[src/design/spiir_pkg.sv]
package spiir_pkg;

    localparam int TAPS        = 4;
    localparam int SAMPLE_W    = 32;
    localparam int COEF_W      = 24;
    localparam int COEF_IDX_W  = 2;
    localparam int CFG_IDX_W   = 3;
    localparam int FRAC_SHIFT  = 20;
    localparam int PROD_W      = SAMPLE_W + COEF_W;
    localparam int ACC_W       = PROD_W + 4;

    // register map: den_coef_1..4 first, then num_coef_1..4
    localparam logic [CFG_IDX_W-1:0] CFG_DEN_BASE = 3'd0;
    localparam logic [CFG_IDX_W-1:0] CFG_NUM_BASE = 3'd4;

    typedef enum logic [1:0] {
        ST_IDLE,
        ST_MAC,
        ST_DRAIN,
        ST_ROUND
    } spiir_state_t;

    typedef struct packed {
        logic load_sample;
        logic clear;
        logic mac;
        logic finish;
    } spiir_cmd_t;

    typedef struct packed {
        logic last_step;
        logic out_free;
    } spiir_sts_t;

endpackage

[src/design/spiir_ctrl.sv]
module spiir_ctrl (
    input  logic                  aclk,
    input  logic                  aresetn,
    input  logic                  s_tvalid,
    output logic                  s_tready,
    input  spiir_pkg::spiir_sts_t sts,
    output spiir_pkg::spiir_cmd_t cmd
);

    spiir_pkg::spiir_state_t state_reg;
    spiir_pkg::spiir_state_t state_next;

    always_ff @(posedge aclk) begin
        if (!aresetn) begin
            state_reg <= spiir_pkg::ST_IDLE;
        end else begin
            state_reg <= state_next;
        end
    end

    always_comb begin
        state_next = state_reg;
        unique case (state_reg)
            spiir_pkg::ST_IDLE: begin
                if (s_tvalid) state_next = spiir_pkg::ST_MAC;
            end
            spiir_pkg::ST_MAC: begin
                if (sts.last_step) state_next = spiir_pkg::ST_DRAIN;
            end
            spiir_pkg::ST_DRAIN: begin
                state_next = spiir_pkg::ST_ROUND;
            end
            spiir_pkg::ST_ROUND: begin
                if (sts.out_free) state_next = spiir_pkg::ST_IDLE;
            end
            default: state_next = spiir_pkg::ST_IDLE;
        endcase
    end

    always_comb begin
        s_tready        = 1'b0;
        cmd             = '0;
        unique case (state_reg)
            spiir_pkg::ST_IDLE: begin
                s_tready        = 1'b1;
                cmd.load_sample = s_tvalid;
                cmd.clear       = s_tvalid;
            end
            spiir_pkg::ST_MAC: begin
                cmd.mac = 1'b1;
            end
            spiir_pkg::ST_DRAIN: begin
            end
            spiir_pkg::ST_ROUND: begin
                cmd.finish = sts.out_free;
            end
            default: begin
            end
        endcase
    end

endmodule

[src/design/spiir_dp.sv]
module spiir_dp #(
    parameter int ORDER = 4
) (
    input  logic                                 aclk,
    input  logic                                 aresetn,
    input  logic                                 cfg_we,
    input  logic [spiir_pkg::CFG_IDX_W-1:0]      cfg_index,
    input  logic [spiir_pkg::COEF_W-1:0]         cfg_data,
    input  logic [spiir_pkg::SAMPLE_W-1:0]       s_tdata,
    input  logic                                 m_tready,
    input  spiir_pkg::spiir_cmd_t                cmd,
    output spiir_pkg::spiir_sts_t                sts,
    output logic                                 m_tvalid,
    output logic [spiir_pkg::SAMPLE_W-1:0]       m_tdata
);

    localparam int TAP_W = (ORDER > 1) ? $clog2(ORDER) : 1;
    localparam logic [TAP_W-1:0] LAST_TAP = TAP_W'(ORDER - 1);
    localparam int SW    = spiir_pkg::SAMPLE_W;
    localparam int CW    = spiir_pkg::COEF_W;
    localparam int PW    = spiir_pkg::PROD_W;
    localparam int AW    = spiir_pkg::ACC_W;
    localparam int FS    = spiir_pkg::FRAC_SHIFT;
    localparam int RW    = AW + 1 - FS;

    logic signed [CW-1:0] den_coef_reg [spiir_pkg::TAPS];
    logic signed [CW-1:0] num_coef_reg [spiir_pkg::TAPS];
    logic signed [SW-1:0] in_hist_reg  [ORDER];
    logic signed [SW-1:0] out_hist_reg [ORDER];

    logic signed [SW-1:0] sample_reg;
    logic [TAP_W-1:0]     tap_reg;
    logic                 phase_reg;
    logic signed [PW-1:0] prod_reg;
    logic                 prod_neg_reg;
    logic                 prod_valid_reg;
    logic signed [AW-1:0] acc_reg;
    logic                 out_valid_reg;
    logic [SW-1:0]        out_data_reg;

    logic [spiir_pkg::COEF_IDX_W-1:0] coef_idx;
    logic signed [SW-1:0]  op_a;
    logic signed [CW-1:0]  op_b;
    logic signed [PW-1:0]  prod_next;
    logic signed [AW-1:0]  prod_ext;
    logic signed [AW-1:0]  acc_next;
    logic signed [AW:0]    rnd;
    logic [RW-1:0]         rnd_shr;
    logic [SW-1:0]         y_sat;

    // coefficient registers
    always_ff @(posedge aclk) begin
        if (!aresetn) begin
            for (int i = 0; i < spiir_pkg::TAPS; i++) begin
                den_coef_reg[i] <= '0;
                num_coef_reg[i] <= '0;
            end
        end else if (cfg_we) begin
            if (cfg_index < spiir_pkg::CFG_NUM_BASE) begin
                den_coef_reg[cfg_index[spiir_pkg::COEF_IDX_W-1:0]] <= cfg_data;
            end else begin
                num_coef_reg[cfg_index[spiir_pkg::COEF_IDX_W-1:0]] <= cfg_data;
            end
        end
    end

    // operand select and multiply
    assign coef_idx  = spiir_pkg::COEF_IDX_W'(tap_reg);
    assign op_a      = phase_reg ? out_hist_reg[tap_reg] : in_hist_reg[tap_reg];
    assign op_b      = phase_reg ? den_coef_reg[coef_idx] : num_coef_reg[coef_idx];
    assign prod_next = op_a * op_b;

    assign prod_ext  = {{(AW - PW){prod_reg[PW-1]}}, prod_reg};
    assign acc_next  = prod_neg_reg ? (acc_reg - prod_ext) : (acc_reg + prod_ext);

    // round to nearest (ties up), floor shift, saturate
    assign rnd     = {acc_reg[AW-1], acc_reg} + (AW + 1)'(1 << (FS - 1));
    assign rnd_shr = rnd[AW:FS];

    always_comb begin
        if (&rnd_shr[RW-1:SW-1] || ~|rnd_shr[RW-1:SW-1]) begin
            y_sat = rnd_shr[SW-1:0];
        end else if (rnd_shr[RW-1]) begin
            y_sat = {1'b1, {(SW - 1){1'b0}}};
        end else begin
            y_sat = {1'b0, {(SW - 1){1'b1}}};
        end
    end

    always_ff @(posedge aclk) begin
        if (cmd.load_sample) sample_reg <= s_tdata;
        if (cmd.mac) begin
            prod_reg     <= prod_next;
            prod_neg_reg <= phase_reg;
        end
        if (cmd.finish) out_data_reg <= y_sat;
    end

    always_ff @(posedge aclk) begin
        if (!aresetn) begin
            tap_reg        <= '0;
            phase_reg      <= 1'b0;
            prod_valid_reg <= 1'b0;
            acc_reg        <= '0;
            out_valid_reg  <= 1'b0;
            for (int i = 0; i < ORDER; i++) begin
                in_hist_reg[i]  <= '0;
                out_hist_reg[i] <= '0;
            end
        end else begin
            prod_valid_reg <= cmd.mac;
            if (cmd.clear) begin
                tap_reg   <= '0;
                phase_reg <= 1'b0;
                acc_reg   <= '0;
            end else begin
                if (prod_valid_reg) acc_reg <= acc_next;
                if (cmd.mac) begin
                    phase_reg <= ~phase_reg;
                    if (phase_reg) tap_reg <= tap_reg + 1'b1;
                end
            end
            if (cmd.finish) begin
                for (int i = ORDER - 1; i > 0; i--) begin
                    in_hist_reg[i]  <= in_hist_reg[i-1];
                    out_hist_reg[i] <= out_hist_reg[i-1];
                end
                in_hist_reg[0]  <= sample_reg;
                out_hist_reg[0] <= y_sat;
                out_valid_reg   <= 1'b1;
            end else if (m_tready) begin
                out_valid_reg <= 1'b0;
            end
        end
    end

    assign sts.last_step = phase_reg && (tap_reg == LAST_TAP);
    assign sts.out_free  = !out_valid_reg || m_tready;
    assign m_tvalid      = out_valid_reg;
    assign m_tdata       = out_data_reg;

endmodule

[src/design/strictly_proper_iir_filter_top.sv]
// Strictly proper direct form I IIR filter (discrete plant model).
// Input channel s_*: one Q16.16 drive sample per request. Result channel m_*:
// one Q16.16 plant output per accepted sample, in order. The output uses only
// past inputs and outputs, so a sample first shows in the following result.
// Coefficients (Q4.20) are written through cfg_we/cfg_index/cfg_data while
// the filter is idle: index 0..3 den_coef_1..4, index 4..7 num_coef_1..4.
// Timing: a request is taken in the idle state, then one shared 32x24
// multiplier runs 2*ORDER products (one per cycle, each accumulated in the
// cycle after), a drain step accumulates the last product and a round step
// rounds, saturates and loads the output register. No new request is
// taken until the round step is done and the sequencer is back in idle,
// as the single multiply-accumulate unit serves one sample at a time.
// The output register holds its result until m_tready; the next request is
// taken meanwhile, and the round step waits if the old result is still there.
// Reset (aresetn low, synchronous) clears coefficients, both histories and
// all handshake state.
module strictly_proper_iir_filter_top #(
    parameter int ORDER = 4
) (
    input  logic                                aclk,
    input  logic                                aresetn,
    // configuration write port
    input  logic                                cfg_we,
    input  logic [spiir_pkg::CFG_IDX_W-1:0]     cfg_index,
    input  logic [spiir_pkg::COEF_W-1:0]        cfg_data,
    // input stream
    input  logic                                s_tvalid,
    output logic                                s_tready,
    input  logic [spiir_pkg::SAMPLE_W-1:0]      s_tdata,   // [31:0] sample_in
    // result stream
    output logic                                m_tvalid,
    input  logic                                m_tready,
    output logic [spiir_pkg::SAMPLE_W-1:0]      m_tdata    // [31:0] sample_out
);

    spiir_pkg::spiir_cmd_t cmd;
    spiir_pkg::spiir_sts_t sts;

    // sequencer: idle, multiply-accumulate, drain, round
    spiir_ctrl u_ctrl (
        .aclk     (aclk),
        .aresetn  (aresetn),
        .s_tvalid (s_tvalid),
        .s_tready (s_tready),
        .sts      (sts),
        .cmd      (cmd)
    );

    // coefficients, histories, shared multiplier, accumulator, output register
    spiir_dp #(
        .ORDER (ORDER)
    ) u_dp (
        .aclk      (aclk),
        .aresetn   (aresetn),
        .cfg_we    (cfg_we),
        .cfg_index (cfg_index),
        .cfg_data  (cfg_data),
        .s_tdata   (s_tdata),
        .m_tready  (m_tready),
        .cmd       (cmd),
        .sts       (sts),
        .m_tvalid  (m_tvalid),
        .m_tdata   (m_tdata)
    );

    // after taking a request, hold off the next one while it is worked on
    a_busy_after_accept: assert property (@(posedge aclk) disable iff (!aresetn)
        (s_tvalid && s_tready) |=> !s_tready)
        else $error("input taken again right after accept");

    // a result never appears in the cycle right after its request
    a_no_instant_result: assert property (@(posedge aclk) disable iff (!aresetn)
        (s_tvalid && s_tready) |=> !$rose(m_tvalid))
        else $error("result raised too early");

    // never overwrite a result the receiver has not taken
    a_no_overwrite: assert property (@(posedge aclk) disable iff (!aresetn)
        cmd.finish |-> (!m_tvalid || m_tready))
        else $error("pending result overwritten");

    // a result only appears right after a round step
    a_finish_after_mac: assert property (@(posedge aclk) disable iff (!aresetn)
        $rose(m_tvalid) |-> $past(cmd.finish))
        else $error("result raised without a round step");

endmodule
[config.mk]
export PLATFORM = sky130hd
export DESIGN_NAME = strictly_proper_iir_filter_top
export DESIGN_NICKNAME = d
export VERILOG_FILES = /design/src/design/spiir_pkg.sv /design/src/design/spiir_ctrl.sv /design/src/design/spiir_dp.sv /design/src/design/strictly_proper_iir_filter_top.sv
export SDC_FILE = /design/constraint.sdc
export NUM_CORES = 2
export LEC_CHECK = 0
export BUFFER_PORTS_ARGS = -buffer_cell sky130_fd_sc_hd__buf_2
export CAP_MARGIN = 20
export CORE_UTILIZATION = 36
export CTS_CLUSTER_DIAMETER = 60
export DETAILED_ROUTE_END_ITERATION = 6
export GPL_TIMING_DRIVEN = 0
export REMOVE_ABC_BUFFERS = 1
export SLEW_MARGIN = 25
export SYNTH_ARGS = -nofsm -noshare
export SYNTH_HDL_FRONTEND = slang
export SYNTH_HIERARCHICAL = 1
export SYNTH_SLANG_ARGS = --single-unit
[constraint.sdc]
create_clock -name aclk -period 12.55 [get_ports aclk]
set_input_delay 2.51 -clock aclk [delete_from_list [all_inputs] [get_ports aclk]]
set_output_delay 2.51 -clock aclk [all_outputs]
set_load 0.01 [all_outputs]
==> results.yml <==
global_routing:
  grtUsageMet3_pct: 2.78
  track_usage_pct: 19.5
  antenna_found_initial: 3
  grt_pass1_wl_um: 243000
  grt_pass1_vias: 41200
  busiest_layer: "met2"
  grt_max_degree: 135
  use_met1_pct: 26.2
  use_met2_pct: 32.5
  grt_overflow: 0
logic_synthesis:
  synth_simple_gate_area_share_pct: 13.3
  ys_types: 81
  ys_ff_latch: 638
  synth_flop_cell: "edfxtp_1"
  synth-compound-area-share_pct: 5.14
  syn_inst: 5407
  synth_top_family_by_area: "adder cells"
  seq_area_frac_synth_pct: 32.1
  synth_mux_area_share_pct: 6.75
  synth_top_area_cell: "edfxtp_1"
  async_flop_share_pct: 0
  synth_fa_ha_area_share_pct: 32.0
  yosys-top-cells-area: "edfxtp_1, fa_1, inv_1"
  syn_area_per_cell_um2: 10.6
  yosys_warnings: 6
  syn_area_mm2: 0.0574
  synth_xor_xnor_area_share_pct: 3.10
  synth_edf_count: 569
  synth.top_cell.area_share_pct: 29.7
timing:
  finalSetupViolCount: 0
  max_freq_mhz: 96.7
  relSlewSlack_pct: 24.6
  fin_crit_ns: 10.34
  tightestPinTransition_ns: 1.10
  hold_viol: 0
  rsz0062_at_grt: "false"
  drv_slew: 0
  finalClockSkew_ns: 0.0271
  post-route-period-util_pct: 82.4
  setup_slack_ns: 2.21
worst_setup_path:
  cpMaxStageDelayCell: "dfxtp_4"
  r2r_cells: 29
  crit_arrival_ns: 10.73
  rrSetupSlack_ns: 2.21
  timing.rr.end: "u_dp/prod_reg[55]$_DFFE_PP_"
  cp_slowest_stage_delay_ns: 0.76
  crit_path_max_fanout: 30
  startpoint_type: "register"
  crit_path_frequent_cell: "fa_1"
  cp.required_ns: 12.94
  worstSetupPathType: "register to register"
  cp-end-kind: "register"
placement:
  place_ws_ns: 2.22
  gp_congestion: 0.911
  hpwl_um: 117000
  place_area_mm2: 0.0616
  port-buffer-count: 97
  post-place-cells: 7357
layout:
  area_delta_synth_final_pct: 11.5
  layout_common_cells: "inv_1, fa_1, nor2_1, edfxtp_1, nand2_1"
  n_fill_cell: 15100
  final_area_mm2: 0.0640
  regArea_mm2: 0.0185
  fin_nets: 6423
  final_common_cell: "inv_1"
  multi_input_area_mm2: 0.0353
  drive_gt1_share_pct: 9.97
  stdcell_count: 7489
clock_network:
  cts_setup_buffers: 0
  post_cts_resize_count: 0
  clock-sinks: 638
  root_buffer: "clkbuf_16"
  cts_tree: "done"
  numCtsBuffers: 72
  cts-hold-fix-buffers: 0
  htree_num_levels: 3
  clock_path_buffers: 3
  clk_pin_slew_ns: 0.06
  clkLatencyLatePin_ns: 0.67
route:
  drt_iter0_drc: 2835
  viasPerCell: 5.25
  wl_um: 156000
  firstDrtPassIters: 5
  vias: 39300
  drc: 0
  wl_per_cell_um: 20.8
  antenna_left: 0
outcome:
  status: "completed"
flow_run:
  maxCapViolCount: 0
floorplanning:
  initial_utilization_pct: 36.3
  num_io_pins: 98
  row_count: 146
  core_mm2: 0.158
  die_height_um: 401
  die_x_um: 401
  die-area_mm2: 0.161
worst_hold_path:
  holdPathStages: 2
  hold_path_end: "u_dp/acc_reg[0]$_SDFFE_PP0P_"
  hold_start: "u_dp/acc_reg[0]$_SDFFE_PP0P_"
  holdCritPathClass: "register to register"
-- layout make-up --
cell class	count	share of cell area [%]
Antenna cell	1	0.00391
Clock buffer	88	2.92
Clock inverter	43	0.889
Inverter	860	5.05
Multi-Input combinational cell	3620	55.2
Sequential cell	638	28.9
Tap cell	2072	4.05
Timing Repair Buffer	167	3.04
-- Yosys cell counts (4+ instances only) --
master      n
a211oi_1   15
a21boi_0    7
a21o_1     72
a21oi_1   141
a31o_2      5
a31oi_1    11
and2_1     27
and3_1    239
and4_1     10
buf_1      21
buf_2       5
clkbuf_1  261
dfxtp_1    69
edfxtp_1  569
fa_1      784
ha_1      216
inv_1     858
mux2_2     45
mux2i_1    85
mux4_2    112
nand2_1   504
nand2b_1   31
nand3_1    44
nand3b_1    5
nand4_1    30
nor2_1    697
nor2b_1    18
nor3_1     41
nor4_1     16
o211ai_1    7
o21a_1     13
o21ai_0   127
o21ai_1     5
o21bai_1   13
o22ai_1     4
o31ai_1     9
or2_2      14
or3_1      13
xnor2_1   134
xor2_1     69
-- cells by family after synthesis --
logic type	count (synthesis)
AOI/OAI and AO/OA	472
xor gates and xnor gates	203
adders and majority gates	1000
buffers and inverters	1149
DFF	638
muxes	242
and+or+nand+nor	1703
-- how the worst max path moves through the flow --
| stage | start | end | slack [ns] | cells past startpoint |
|---|---|---|---|---|
| floorplan | register | u_dp/prod_reg[54]$_DFFE_PP_ | -0.52 | 25 |
| global placement | register | u_dp/prod_reg[55]$_DFFE_PP_ | -6.32 | 26 |
| detailed placement | register | u_dp/prod_reg[55]$_DFFE_PP_ | 2.22 | 29 |
| CTS | register | u_dp/prod_reg[55]$_DFFE_PP_ | 2.17 | 29 |
| global route | register | u_dp/prod_reg[55]$_DFFE_PP_ | 1.79 | 29 |
| finish | register | u_dp/prod_reg[55]$_DFFE_PP_ | 2.21 | 29 |
-- critical path, delay by kind of cell (launching register included) --
family,cells,cell delay (ns)
AO/OA/AOI/OAI,8,2.35
XOR/XNOR,1,0.15
adder cells (fa/ha/maj),8,3.81
buffers and inverters,7,1.35
flip-flops,1,0.76
multiplexers,2,1.17
AND/OR/NAND/NOR,3,0.34
-- per-layer routing --
| metal | vias to the layer above | wire [um] |
|---|---|---|
| li1 | 17500 | - |
| met1 | 20300 | 66600 |
| met2 | 1251 | 75100 |
| met3 | 239 | 9340 |
| met4 | 0 | 4890 |
| met5 | - | 0 |
-- metrics by stage --
step                      hold WS [ns]  util (%)  TNS (ns)
after floorplan                  0.454         -     -4.06
after global placement           0.465      37.5  -1500.45
after detailed placement         0.469      38.9         0
after CTS                        0.478      40.4         0
after global routing             0.499      40.4         0
final                            0.476      40.4         0
Power is left out: the tool's default activity adds up to more than one toggle a clock period on the data nets, which glitch-free logic cannot reach.
